`config.mk`:
```
export PLATFORM = sky130hd
export DESIGN_NAME = amle_pixel_update_flat
export DESIGN_NICKNAME = d
export VERILOG_FILES = /design/src/sv/amle_pkg.sv /design/src/sv/amle_in_if.sv /design/src/sv/amle_out_if.sv /design/src/sv/amle_pixel_update.sv /design/src/sv/amle_ctrl.sv /design/src/sv/amle_dp.sv /design/src/flat_wrapper.sv
export SDC_FILE = /design/constraint.sdc
export NUM_CORES = 2
export LEC_CHECK = 0
export ABC_AREA = 1
export BUFFER_PORTS_ARGS = -buffer_cell sky130_fd_sc_hd__buf_2
export CAP_MARGIN = 20
export CORE_ASPECT_RATIO = 1.75
export CORE_MARGIN = 1
export CORE_UTILIZATION = 45
export DETAILED_ROUTE_END_ITERATION = 6
export GPL_ROUTABILITY_DRIVEN = 0
export PLACE_DENSITY = 0.71
export SLEW_MARGIN = 0
export SYNTH_ARGS = -nofsm -noshare
export SYNTH_HDL_FRONTEND = slang
export SYNTH_HIERARCHICAL = 1
export SYNTH_SLANG_ARGS = --single-unit
```
`constraint.sdc`:
```
create_clock -name clk -period 6.95 [get_ports clk]
set_input_delay 0.3475 -clock clk [delete_from_list [all_inputs] [get_ports clk]]
set_output_delay 0.3475 -clock clk [all_outputs]
set_load 0.02 [all_outputs]
```
`src/sv/amle_pkg.sv`:
```
// Package for the AMLE pixel update block.
// Holds the controller state type and the command/status structs that join
// the controller and the datapath. No dependencies.
`default_nettype none

package amle_pkg;

    typedef enum logic [2:0] {
        ST_IDLE,
        ST_MUL,
        ST_CMP,
        ST_PREP,
        ST_PMUL,
        ST_DIV,
        ST_ROUND,
        ST_FIN
    } amle_state_t;

    // controller -> datapath
    typedef struct packed {
        logic in_en;     // input channel may take a transfer
        logic mul;       // form the score of the held neighbour
        logic cmp;       // update max/min trackers
        logic prep;      // weight sum, span and far weight
        logic pmul;      // far weight times span, divider init
        logic div_step;  // one restoring division step
        logic round;     // round quotient and add low value
        logic load_out;  // load the result register
    } amle_cmd_t;

    // datapath -> controller
    typedef struct packed {
        logic in_xfer;   // input transfer this cycle
        logic last;      // held item closes its run
        logic sum_zero;  // chosen weights sum to zero
        logic div_done;  // final division step this cycle
        logic out_free;  // result register can be loaded
    } amle_stat_t;

endpackage

`default_nettype wire

```
`src/sv/amle_in_if.sv`:
```
// Input channel of the AMLE pixel update block: one neighbour per transfer.
// Valid/ready handshake with source and sink modports. No dependencies.
`default_nettype none

interface amle_in_if #(
    parameter int VALUE_BITS  = 16,
    parameter int WEIGHT_BITS = 16
);
    logic                   valid;
    logic                   ready;
    logic [VALUE_BITS-1:0]  center_value;
    logic [VALUE_BITS-1:0]  neighbour_value;
    logic [WEIGHT_BITS-1:0] neighbour_weight;
    logic                   last_neighbour;

    modport source (
        output valid, center_value, neighbour_value, neighbour_weight, last_neighbour,
        input  ready
    );
    modport sink (
        input  valid, center_value, neighbour_value, neighbour_weight, last_neighbour,
        output ready
    );
endinterface

`default_nettype wire

```
`src/sv/amle_out_if.sv`:
```
// Result channel of the AMLE pixel update block: one updated pixel per transfer.
// Valid/ready handshake with source and sink modports. No dependencies.
`default_nettype none

interface amle_out_if #(
    parameter int VALUE_BITS = 16
);
    logic                  valid;
    logic                  ready;
    logic [VALUE_BITS-1:0] new_value;
    logic [VALUE_BITS-1:0] abs_change;
    logic                  zero_weight_sum;

    modport source (
        output valid, new_value, abs_change, zero_weight_sum,
        input  ready
    );
    modport sink (
        input  valid, new_value, abs_change, zero_weight_sum,
        output ready
    );
endinterface

`default_nettype wire

```
`src/sv/amle_pixel_update.sv`:
```
// Top level of the AMLE pixel update block.
// Depends on amle_pkg, amle_in_if, amle_out_if, amle_ctrl and amle_dp.
//
// One hole pixel's in-image neighbours arrive as a run, one per transfer on
// px_in; the center value is taken from the first transfer of a run. Each
// neighbour's score (value - center) * weight is tracked for its maximum and
// minimum (first of equal scores wins). After the transfer marked
// last_neighbour, upd_out gives the weighted mean of the two chosen
// neighbours, rounded to nearest with ties up, its absolute change from the
// center, and a flag when the chosen weights sum to zero (center kept).
// Items are handled one at a time: an item that is not last goes through
// accept, multiply and compare. A last item then goes through weight-sum
// prep, the far-weight product, the bit-serial division that forms the
// weighted mean, one step per product bit, rounding and the result load;
// a zero weight sum skips division and rounding. The result register lets
// the next run start while a result waits to be taken.
`default_nettype none

module amle_pixel_update #(
    parameter int VALUE_BITS  = 16,
    parameter int WEIGHT_BITS = 16
) (
    input  wire logic  clk,
    input  wire logic  rst_n,
    amle_in_if.sink    px_in,
    amle_out_if.source upd_out
);
    import amle_pkg::*;

    amle_cmd_t  cmd;
    amle_stat_t stat;

    amle_ctrl u_ctrl (
        .clk   (clk),
        .rst_n (rst_n),
        .stat  (stat),
        .cmd   (cmd)
    );

    amle_dp #(
        .VALUE_BITS  (VALUE_BITS),
        .WEIGHT_BITS (WEIGHT_BITS)
    ) u_dp (
        .clk     (clk),
        .rst_n   (rst_n),
        .px_in   (px_in),
        .upd_out (upd_out),
        .cmd     (cmd),
        .stat    (stat)
    );

endmodule

`default_nettype wire

```
`src/sv/amle_ctrl.sv`:
```
// Controller of the AMLE pixel update block: sequences score, compare,
// weighted-mean division and result load. Depends on amle_pkg.
`default_nettype none

module amle_ctrl (
    input  wire logic                 clk,
    input  wire logic                 rst_n,
    input  wire amle_pkg::amle_stat_t stat,
    output amle_pkg::amle_cmd_t       cmd
);
    import amle_pkg::*;

    amle_state_t state_reg;
    amle_state_t state_next;

    always_ff @(posedge clk or negedge rst_n)
    begin
        if (!rst_n)
        begin
            state_reg <= ST_IDLE;
        end
        else
        begin
            state_reg <= state_next;
        end
    end

    always_comb
    begin
        state_next = state_reg;
        unique case (state_reg)
            ST_IDLE:
            begin
                if (stat.in_xfer)
                begin
                    state_next = ST_MUL;
                end
            end
            ST_MUL:
            begin
                state_next = ST_CMP;
            end
            ST_CMP:
            begin
                state_next = stat.last ? ST_PREP : ST_IDLE;
            end
            ST_PREP:
            begin
                state_next = ST_PMUL;
            end
            ST_PMUL:
            begin
                // zero weight sum skips the division entirely
                state_next = stat.sum_zero ? ST_FIN : ST_DIV;
            end
            ST_DIV:
            begin
                if (stat.div_done)
                begin
                    state_next = ST_ROUND;
                end
            end
            ST_ROUND:
            begin
                state_next = ST_FIN;
            end
            ST_FIN:
            begin
                if (stat.out_free)
                begin
                    state_next = ST_IDLE;
                end
            end
            default:
            begin
                state_next = ST_IDLE;
            end
        endcase
    end

    always_comb
    begin
        cmd = '0;
        unique case (state_reg)
            ST_IDLE:  cmd.in_en    = 1'b1;
            ST_MUL:   cmd.mul      = 1'b1;
            ST_CMP:   cmd.cmp      = 1'b1;
            ST_PREP:  cmd.prep     = 1'b1;
            ST_PMUL:  cmd.pmul     = 1'b1;
            ST_DIV:   cmd.div_step = 1'b1;
            ST_ROUND: cmd.round    = 1'b1;
            ST_FIN:   cmd.load_out = stat.out_free;
            default:  cmd          = '0;
        endcase
    end

endmodule

`default_nettype wire

```
`src/sv/amle_dp.sv`:
```
// Datapath of the AMLE pixel update block: score multiplier, max/min trackers,
// bit-serial divider for the weighted mean and the result register.
// Depends on amle_pkg, amle_in_if and amle_out_if.
`default_nettype none

module amle_dp #(
    parameter int VALUE_BITS  = 16,
    parameter int WEIGHT_BITS = 16
) (
    input  wire logic                clk,
    input  wire logic                rst_n,
    amle_in_if.sink                  px_in,
    amle_out_if.source               upd_out,
    input  wire amle_pkg::amle_cmd_t cmd,
    output amle_pkg::amle_stat_t     stat
);
    import amle_pkg::*;

    localparam int MagBits = VALUE_BITS + WEIGHT_BITS;  // score magnitude
    localparam int SumBits = WEIGHT_BITS + 1;           // weight sum
    localparam int CntBits = $clog2(MagBits + 1);

    // input stage
    logic                   run_start_reg;
    logic                   first_reg;
    logic                   last_reg;
    logic [VALUE_BITS-1:0]  held_center_reg;
    logic [VALUE_BITS-1:0]  v_reg;
    logic [WEIGHT_BITS-1:0] wt_reg;
    logic                   neg_reg;
    logic [VALUE_BITS-1:0]  diff_reg;

    // trackers
    logic signed [MagBits:0] score_reg;
    logic signed [MagBits:0] max_score_reg;
    logic [VALUE_BITS-1:0]   max_value_reg;
    logic [WEIGHT_BITS-1:0]  max_weight_reg;
    logic signed [MagBits:0] min_score_reg;
    logic [VALUE_BITS-1:0]   min_value_reg;
    logic [WEIGHT_BITS-1:0]  min_weight_reg;

    // weighted mean
    logic [SumBits-1:0]     sum_reg;
    logic [VALUE_BITS-1:0]  lo_reg;
    logic [VALUE_BITS-1:0]  d_reg;
    logic [WEIGHT_BITS-1:0] wfar_reg;
    logic [MagBits-1:0]     p_reg;
    logic [SumBits-1:0]     rem_reg;
    logic [VALUE_BITS-1:0]  q_reg;
    logic [CntBits-1:0]     cnt_reg;
    logic [VALUE_BITS-1:0]  nv_reg;

    // result register
    logic                   out_valid_reg;
    logic [VALUE_BITS-1:0]  out_value_reg;
    logic [VALUE_BITS-1:0]  out_change_reg;
    logic                   out_zero_reg;

    logic                   in_xfer;
    logic [VALUE_BITS-1:0]  center_eff;
    logic [MagBits-1:0]     prod;
    logic [MagBits:0]       mag_ext;
    logic [SumBits:0]       trial;
    logic                   q_bit;
    logic [SumBits:0]       twice_rem;
    logic [VALUE_BITS-1:0]  q_rnd;
    logic                   sum_zero;
    logic                   out_free;

    assign px_in.ready = cmd.in_en;
    assign in_xfer     = px_in.valid && cmd.in_en;
    assign center_eff  = run_start_reg ? px_in.center_value : held_center_reg;

    assign prod    = MagBits'(diff_reg) * MagBits'(wt_reg);
    assign mag_ext = {1'b0, prod};

    // restoring division: shift in the next dividend bit, subtract when it fits
    assign trial = {rem_reg, p_reg[MagBits-1]};
    assign q_bit = (trial >= {1'b0, sum_reg});

    // round to nearest, ties up: 2r >= sum
    assign twice_rem = {rem_reg, 1'b0};
    assign q_rnd     = q_reg + VALUE_BITS'(twice_rem >= {1'b0, sum_reg});

    assign sum_zero = (sum_reg == '0);
    assign out_free = !out_valid_reg || upd_out.ready;

    assign stat.in_xfer  = in_xfer;
    assign stat.last     = last_reg;
    assign stat.sum_zero = sum_zero;
    assign stat.div_done = (cnt_reg == CntBits'(1));
    assign stat.out_free = out_free;

    // control registers
    always_ff @(posedge clk or negedge rst_n)
    begin
        if (!rst_n)
        begin
            run_start_reg <= 1'b1;
            out_valid_reg <= 1'b0;
            cnt_reg       <= '0;
        end
        else
        begin
            if (in_xfer)
            begin
                run_start_reg <= px_in.last_neighbour;
            end
            if (cmd.load_out)
            begin
                out_valid_reg <= 1'b1;
            end
            else if (upd_out.ready)
            begin
                out_valid_reg <= 1'b0;
            end
            if (cmd.pmul)
            begin
                cnt_reg <= CntBits'(MagBits);
            end
            else if (cmd.div_step)
            begin
                cnt_reg <= cnt_reg - CntBits'(1);
            end
        end
    end

    // payload registers
    always_ff @(posedge clk)
    begin
        if (in_xfer)
        begin
            held_center_reg <= center_eff;
            first_reg       <= run_start_reg;
            last_reg        <= px_in.last_neighbour;
            v_reg           <= px_in.neighbour_value;
            wt_reg          <= px_in.neighbour_weight;
            neg_reg         <= (px_in.neighbour_value < center_eff);
            diff_reg        <= (px_in.neighbour_value >= center_eff)
                               ? (px_in.neighbour_value - center_eff)
                               : (center_eff - px_in.neighbour_value);
        end

        if (cmd.mul)
        begin
            score_reg <= neg_reg ? -$signed(mag_ext) : $signed(mag_ext);
        end

        if (cmd.cmp)
        begin
            // strict compares: the first of equal scores stays
            if (first_reg || (score_reg > max_score_reg))
            begin
                max_score_reg  <= score_reg;
                max_value_reg  <= v_reg;
                max_weight_reg <= wt_reg;
            end
            if (first_reg || (score_reg < min_score_reg))
            begin
                min_score_reg  <= score_reg;
                min_value_reg  <= v_reg;
                min_weight_reg <= wt_reg;
            end
        end

        if (cmd.prep)
        begin
            sum_reg <= SumBits'(max_weight_reg) + SumBits'(min_weight_reg);
            if (max_value_reg >= min_value_reg)
            begin
                lo_reg   <= min_value_reg;
                d_reg    <= max_value_reg - min_value_reg;
                wfar_reg <= max_weight_reg;
            end
            else
            begin
                lo_reg   <= max_value_reg;
                d_reg    <= min_value_reg - max_value_reg;
                wfar_reg <= min_weight_reg;
            end
        end

        if (cmd.pmul)
        begin
            p_reg   <= MagBits'(wfar_reg) * MagBits'(d_reg);
            rem_reg <= '0;
            q_reg   <= '0;
        end
        else if (cmd.div_step)
        begin
            p_reg   <= {p_reg[MagBits-2:0], 1'b0};
            rem_reg <= q_bit ? SumBits'(trial - {1'b0, sum_reg}) : trial[SumBits-1:0];
            // quotient never exceeds the span, so bits shifted out are zero
            q_reg   <= {q_reg[VALUE_BITS-2:0], q_bit};
        end

        if (cmd.round)
        begin
            nv_reg <= lo_reg + q_rnd;
        end

        if (cmd.load_out)
        begin
            if (sum_zero)
            begin
                out_value_reg  <= held_center_reg;
                out_change_reg <= '0;
                out_zero_reg   <= 1'b1;
            end
            else
            begin
                out_value_reg  <= nv_reg;
                out_change_reg <= (nv_reg >= held_center_reg)
                                  ? (nv_reg - held_center_reg)
                                  : (held_center_reg - nv_reg);
                out_zero_reg   <= 1'b0;
            end
        end
    end

    assign upd_out.valid           = out_valid_reg;
    assign upd_out.new_value       = out_value_reg;
    assign upd_out.abs_change      = out_change_reg;
    assign upd_out.zero_weight_sum = out_zero_reg;

endmodule

`default_nettype wire

```
`src/flat_wrapper.sv`:
```
// flat-port wrapper written by rule: the top's interface ports become plain ports
module amle_pixel_update_flat import amle_pkg::*;
#(
    parameter int VALUE_BITS  = 16,
    parameter int WEIGHT_BITS = 16
)
  (clk, rst_n, px_in_valid, px_in_center_value, px_in_neighbour_value, px_in_neighbour_weight, px_in_last_neighbour, px_in_ready, upd_out_valid, upd_out_new_value, upd_out_abs_change, upd_out_zero_weight_sum, upd_out_ready);
  amle_in_if #(.VALUE_BITS(VALUE_BITS), .WEIGHT_BITS(WEIGHT_BITS)) px_in_i ();
  amle_out_if #(.VALUE_BITS(VALUE_BITS)) upd_out_i ();
  input  wire logic clk;
  input  wire logic rst_n;
  input wire logic [$bits(px_in_i.valid)-1:0] px_in_valid;
  input wire logic [$bits(px_in_i.center_value)-1:0] px_in_center_value;
  input wire logic [$bits(px_in_i.neighbour_value)-1:0] px_in_neighbour_value;
  input wire logic [$bits(px_in_i.neighbour_weight)-1:0] px_in_neighbour_weight;
  input wire logic [$bits(px_in_i.last_neighbour)-1:0] px_in_last_neighbour;
  output wire logic [$bits(px_in_i.ready)-1:0] px_in_ready;
  output wire logic [$bits(upd_out_i.valid)-1:0] upd_out_valid;
  output wire logic [$bits(upd_out_i.new_value)-1:0] upd_out_new_value;
  output wire logic [$bits(upd_out_i.abs_change)-1:0] upd_out_abs_change;
  output wire logic [$bits(upd_out_i.zero_weight_sum)-1:0] upd_out_zero_weight_sum;
  input wire logic [$bits(upd_out_i.ready)-1:0] upd_out_ready;
  assign px_in_i.valid = px_in_valid;
  assign px_in_i.center_value = px_in_center_value;
  assign px_in_i.neighbour_value = px_in_neighbour_value;
  assign px_in_i.neighbour_weight = px_in_neighbour_weight;
  assign px_in_i.last_neighbour = px_in_last_neighbour;
  assign px_in_ready = px_in_i.ready;
  assign upd_out_valid = upd_out_i.valid;
  assign upd_out_new_value = upd_out_i.new_value;
  assign upd_out_abs_change = upd_out_i.abs_change;
  assign upd_out_zero_weight_sum = upd_out_i.zero_weight_sum;
  assign upd_out_i.ready = upd_out_ready;
  amle_pixel_update #(.VALUE_BITS(VALUE_BITS), .WEIGHT_BITS(WEIGHT_BITS)) u_core (.clk(clk), .rst_n(rst_n), .px_in(px_in_i), .upd_out(upd_out_i));
endmodule
```
== Word-level counts from Yosys, hierarchy flattened ==
Cells that the tools add are included.

* Reduce and logical (&&, ||, !) cells: 12
* $mul: 2
* $add $sub $neg: 12
* Multiplexer cells: 30
* Equality and inequality tests: 11
* Magnitude comparators: 8

{| class="wikitable"
|+ Operators with widths
! cell !! number
|-
| $mux W16 || 7
|-
| $mux W32 || 3
|-
| $sub A16 B16 Y16 || 6
|-
| $mul A16 B16 Y32 || 2
|-
| $ge A16 B16 Y1 || 3
|-
| $ge A18 B17 Y1 || 2
|-
| $gt A33 B33 Y1 || 1
|-
| $lt A33 B33 Y1 || 1
|-
| $neg A32 Y33 || 1
|-
| $pmux W3 S8 || 1
|-
| $add A16 B16 Y17 || 1
|-
| $logic_not A17 Y1 || 1
|-
| $mux W17 || 1
|-
| $sub A17 B17 Y17 || 1
|-
| $add A16 B1 Y16 || 1
|-
| $add A16 B16 Y16 || 1
|-
| $lt A16 B16 Y1 || 1
|-
| $eq A3 B3 Y1 const B || 4
|-
| $mux W6 || 2
|-
| $mux W1 || 11
|-
| $mux W3 || 3
|-
| $eq A3 B2 Y1 const B || 2
|-
| $eq A6 B1 Y1 const B || 1
|-
| $sub A6 B1 Y6 const B || 1
|-
| other kinds (11) || 17
|}

* Output and inout port bits: 35
* Register bits: 420

== Depth between registers and ports, before layout ==
* Word-level depth: 5
* Mapped depth: 33
* Gate-level depth less buffers: 31

== By module ==
The synthesis kept the hierarchy.

{| class="wikitable"
|+ By module, submodules not included
! module !! instances !! cells an instance !! seq. area each (µm²) !! area an instance (µm²)
|-
| amle_dp || 1 || 5013 || 12152.9 || 41955.2
|-
| amle_ctrl || 1 || 46 || 75.1 || 350.3
|}

== Worst setup path after synthesis ==
OpenSTA, ideal clock, no wires.

* Kind: register to register
* Start: register u_core.u_dp.d_reg[6]
* End: register u_core.u_dp.p_reg[24], data pin
* Period minus slack after synthesis: 6.028 ns
* Buffers on the path: 2
* Library setup time: 0.254 ns
* Setup slack: 0.922 ns
* Data arrival time: 5.774 ns
* Stages on the path, launching flop included: 25
* Path through: edfxtp_1 > clkbuf_1 > clkbuf_1 > nand2_1 > fa_1 > inv_1 > fa_1 > inv_1 > fa_1 > inv_1 > fa_1 > inv_1 > fa_1 > inv_1 > fa_1 > ha_1 > inv_1 > o21ai_0 > a21boi_0 > o21a_1 > a21boi_0 > o21bai_1 > or2_2 > nand3_1 > nand2_1

* Word-level cells in the longest chain between the ends: 2

{| class="wikitable"
|+ RTL lines
! item !! RTL line !! RTL
|-
| start: declaration || amle_dp.sv:45 || <nowiki>logic [VALUE_BITS-1:0] d_reg;</nowiki>
|-
| start signal: assignment || amle_dp.sv:172 || <nowiki>d_reg <= max_value_reg - min_value_reg;</nowiki>
|-
| start signal: assignment || amle_dp.sv:178 || <nowiki>d_reg <= min_value_reg - max_value_reg;</nowiki>
|-
| $mul A16 B16 Y32 || amle_dp.sv:185 || <nowiki>p_reg <= MagBits'(wfar_reg) * MagBits'(d_reg);</nowiki>
|-
| $mux W32 || amle_dp.sv:183 || <nowiki>if (cmd.pmul)</nowiki>
|-
| end signal: assignment || amle_dp.sv:185 ||
|-
| end signal: assignment || amle_dp.sv:191 || <nowiki>p_reg <= {p_reg[MagBits-2:0], 1'b0};</nowiki>
|-
| end: declaration || amle_dp.sv:47 || <nowiki>logic [MagBits-1:0] p_reg;</nowiki>
|}

Every way passes these cells.
A chain may end at the register's enable or synchronous reset.

== Worst setup path after layout ==
* Start: register u_core.u_dp.diff_reg[10]
* End: register u_core.u_dp.score_reg[30], data pin

* Word-level cells in the longest chain between the ends: 3

{| class="wikitable"
|+ RTL lines
! item !! RTL line !! RTL
|-
| start: declaration || amle_dp.sv:31 || <nowiki>logic [VALUE_BITS-1:0] diff_reg;</nowiki>
|-
| start signal: assignment || amle_dp.sv:139 || <nowiki>diff_reg <= (px_in.neighbour_value >= center_eff)</nowiki>
|-
| $mul A16 B16 Y32 * || amle_dp.sv:74 || <nowiki>assign prod = MagBits'(diff_reg) * MagBits'(wt_reg);</nowiki>
|-
| $neg A32 Y33 || amle_dp.sv:146 || <nowiki>score_reg <= neg_reg ? -$signed(mag_ext) : $signed(mag_ext);</nowiki>
|-
| $mux W32 * || amle_dp.sv:146 ||
|-
| end signal: assignment || amle_dp.sv:146 ||
|-
| end: declaration || amle_dp.sv:34 || <nowiki>logic signed [MagBits:0] score_reg;</nowiki>
|}

Mark *: on every way between the ends. The rest lies on a longest branch, timed or not.

==> impl_metrics.py <==
metrics = {
    "status": {
        "status": "finished, violations left",
        "failed_checks": "DRC",
    },
    "die": {
        "num_io_pins": 88,
        "die-area_sq_um": 95290,
        "initial_core_util_pct": 45.42,
        "dieWidth_um": 233.8,
        "rows": 148,
        "core_region_area_sq_um": 93140,
        "die_h_um": 407.6,
    },
    "worst_setup_path": {
        "cp-end-kind": "flop",
        "cp-startpoint": "u_core/u_dp/diff_reg[10]",
        "r2r-start": "u_core/u_dp/diff_reg[10]",
        "critPathKind": "flop to flop",
        "required_ns": 7.29,
        "start_kind": "flop",
        "r2r-end": "u_core/u_dp/score_reg[30]",
        "r2r_cells": 27,
        "cp-endpoint": "u_core/u_dp/score_reg[30]",
        "worstPathArrival_ns": 6.88,
        "cp_max_fo": 11,
        "r2r_slack_ns": 0.41,
    },
    "yosys": {
        "synth_fp_nets": 5926,
        "ys_warn_count": 6,
        "syn_area_sq_um": 42310,
        "yosys.area.top_type": "edfxtp_1",
        "ys_seq_elements": 420,
        "synth_top_area_share_pct": 26.69,
        "ys_types": 70,
        "synthArstFlopShare_pct": 2.619,
        "synth_enable_flop_cells": 376,
        "netlist_instances": 5059,
        "avgSynthCellArea_sq_um": 8.362,
        "yosysSeqAreaShare_pct": 28.90,
        "synthTopCellsByArea": "edfxtp_1 27%, fa_1 19%, ha_1 12%",
        "ys.flop_type": "edfxtp_1",
    },
    "pwr": {
        "p_clk_share_pct": 45.4,
        "intPower_mw": 4.014,
        "powerDensity_nw_per_um2": 113.9,
        "power.net_switching_mw": 1.156,
        "p_sw_share_pct": 22.35,
        "seqPwrFrac_pct": 52.5,
        "p_leak_nw": 23.20,
        "combPwrFrac_pct": 2.2,
        "ir_drop_mv": 0.1560,
    },
    "grt": {
        "grt_pass1_wl_mm": 177.6,
        "grt.total_usage_pct": 23.98,
        "grt_overflow": 0,
        "antenna_found_initial": 4,
        "first_global_vias": 34170,
        "grt_max_degree": 66,
    },
    "cts": {
        "clockRootBuffer": "clkbuf_16",
        "cts_buffer_depth": 3,
        "clk_pin_slew_ns": 0.07,
        "clock_latency_ns": 0.61,
        "cts_buffers": 40,
        "cts.sinks": 420,
        "htreeDepth": 2,
        "post_cts_buffers": 0,
        "cts_tree": "built",
    },
    "timing": {
        "setup_viol": 0,
        "clock_skew_ns": 0.03670,
        "slew_violations": 0,
        "hold_ws_ns": 0.009445,
        "relSlewSlack_pct": 34.96,
        "setup_slack_ns": 0.4101,
        "rsz0062_at_grt": "false",
        "timing.final.crit_period_ns": 6.540,
        "fmax_mhz": 152.9,
        "min_period_over_period_pct": 94.10,
        "fin_setup_tns_ns": 0,
        "hold_viol": 0,
        "worst_pin_slew_ns": 0.9734,
    },
    "run": {
        "drv_cap": 0,
    },
    "route": {
        "drc": 21,
        "drt-vias-per-instance": 5.278,
        "wl_per_cell_um": 17.85,
        "drt-pass1-iter-count": 7,
        "drt-total-wl_mm": 112.4,
        "drt_first_iter_violations": 2162,
        "vias": 33230,
        "ant_nets": 0,
    },
    "placement": {
        "port_buffers": 87,
        "dpl_worst_slack_ns": 0.4940,
        "dp_hpwl_mm": 91.23,
    },
    "finish": {
        "syn2layout_area_growth_pct": 7.296,
        "n_fill_cell": 8735,
        "drive_gt1_share_pct": 5.889,
        "nNetsFinal": 5930,
        "multi_input_area_sq_um": 25010,
        "final-seq-area_sq_um": 12230,
    },
    "worst_hold_path": {
        "min-delay-path-class": "input port to flop",
    },
}
==> synth_stat cells, types with 8 or more instances <==
| cell | instances |
|---|---|
| nor2_2 | 12 |
| o22ai_1 | 21 |
| o211ai_1 | 9 |
| or2_2 | 12 |
| buf_4 | 8 |
| nand3_1 | 117 |
| a21boi_0 | 9 |
| a21o_1 | 16 |
| dfrtp_1 | 10 |
| nand2_2 | 16 |
| edfxtp_1 | 376 |
| o21a_1 | 12 |
| nand4_1 | 44 |
| nor3_1 | 34 |
| o21bai_1 | 11 |
| nand3b_1 | 11 |
| dfxtp_1 | 33 |
| xnor2_1 | 39 |
| o21ai_0 | 212 |
| a21oi_1 | 225 |
| nor4_1 | 10 |
| ha_1 | 416 |
| xor2_1 | 87 |
| fa_1 | 398 |
| inv_1 | 1136 |
| buf_2 | 16 |
| nand2_1 | 1296 |
| clkbuf_1 | 151 |
| nor2_1 | 201 |
==> critical path: stages (launching register included) <==
cell      delay [ns]
edfxtp_1        0.75
buf_4           0.28
nand2_1         0.08
fa_1            0.48
fa_1            0.51
fa_1            0.52
inv_1           0.06
fa_1            0.50
fa_1            0.54
inv_1           0.06
fa_1            0.47
inv_1           0.04
ha_1            0.36
nand2_1         0.11
nor2_1          0.23
nand3_1         0.14
nand3_1         0.15
nand2_1         0.10
nand2_1         0.08
nand2_1         0.05
nand2_1         0.12
nand2_1         0.06
nor2_1          0.16
nand4_1         0.15
nand2_1         0.10
nand2_1         0.05
nand2_1         0.06
inv_1           0.04
==> power groups by stage <==
stage               combinational [mW]  sequential, mW  clock (mW)
finish                           0.111            2.71        2.35
global route                     0.118            2.71        2.46
CTS                              0.110            2.71        2.38
detailed placement               0.103            2.77           0
global placement                 0.101            2.77           0
floorplan                       0.0512            2.77           0
==> area by class of cell <==
cell class / instances / area share, %
Clock inverter: 26 / 0.6726
Antenna cell: 1 / 0.005513
Multi-Input combinational cell: 3304 / 55.09
Tap cell: 1200 / 3.308
Inverter: 1146 / 9.496
Clock buffer: 47 / 2.376
Timing Repair Buffer: 151 / 2.117
Sequential cell: 420 / 26.94
==> cells by family after synthesis <==
family                     after synthesis  share of synthesized area [%]
adders and majority gates              814                          31.14
muxes                                   10                         0.2750
DFF                                    420                          28.90
buffers and inverters                 1335                          12.10
xor gates and xnor gates               128                          2.685
and+or+nand+nor                       1779                          17.29
AOI/OAI and AO/OA                      573                          7.610
==> metal layers <==
metal / global-route usage, % / part of all wire (%)
met4: 17.75 / 8.4
met5: 0 / 0.030
met2: 43.93 / 52
met1: 24.75 / 34
met3: 2.566 / 5.1
==> through the flow <==
stage                     total power, mW  instance area, sq um  std cells  util [%]
final                               5.170                 45390       6295     48.73
after global routing                5.287                 45390       6294     48.73
after CTS                           5.199                 45390       6294     48.73
after detailed placement            2.872                 43880       6208     47.11
after global placement              2.871                 43860       6207     47.08
after floorplan                     2.820                 42310       5059         -
==> timing repair <==
action,CTS,global route
endpoints found under the hold margin,24,0
hold buffers,13,0
resized for setup,0,0
==> how the worst min path moves through the flow <==
stage | start | to | slack [ns] | cells after the start
2_1_floorplan | rst_n | u_core/u_ctrl/state_reg[0] | 0.05 | 0
3_3_place_gp | rst_n | u_core/u_dp/cnt_reg[3] | 0.24 | 1
3_5_place_dp | rst_n | u_core/u_dp/cnt_reg[3] | 0.24 | 1
4_1_cts | px_in_neighbour_value[5] | u_core/u_dp/v_reg[5] | 0.002 | 1
5_1_grt | px_in_neighbour_value[5] | u_core/u_dp/v_reg[5] | 0.01 | 1
6_report | px_in_neighbour_value[4] | u_core/u_dp/v_reg[4] | 0.009 | 1
==> cell usage in the layout (no fill, tap or decap), types with 7 or more instances in the layout <==
master / instances
dfrtp_1: 10
dfxtp_1: 33
edfxtp_1: 376
inv_2: 7
o211ai_1: 9
nor2_2: 12
nand3_1: 117
clkinv_2: 7
o21ai_1: 7
o22ai_1: 21
a21o_1: 16
nor4_1: 10
fa_1: 398
xor2_1: 87
xnor2_1: 39
buf_4: 50
inv_1: 1134
a31oi_1: 7
o21bai_1: 11
buf_2: 87
a21boi_0: 9
nand3b_1: 11
nand4_1: 44
nor2_1: 199
nand2_2: 16
nor3_1: 32
dlygate4sd3_1: 13
clkbuf_16: 41
a21oi_1: 223
o21ai_0: 212
o2111ai_1: 7
nand3_2: 7
nand2_1: 1296
ha_1: 416
o21a_1: 12
or2_2: 12
Note: power is estimated with default switching activity, not from simulation.
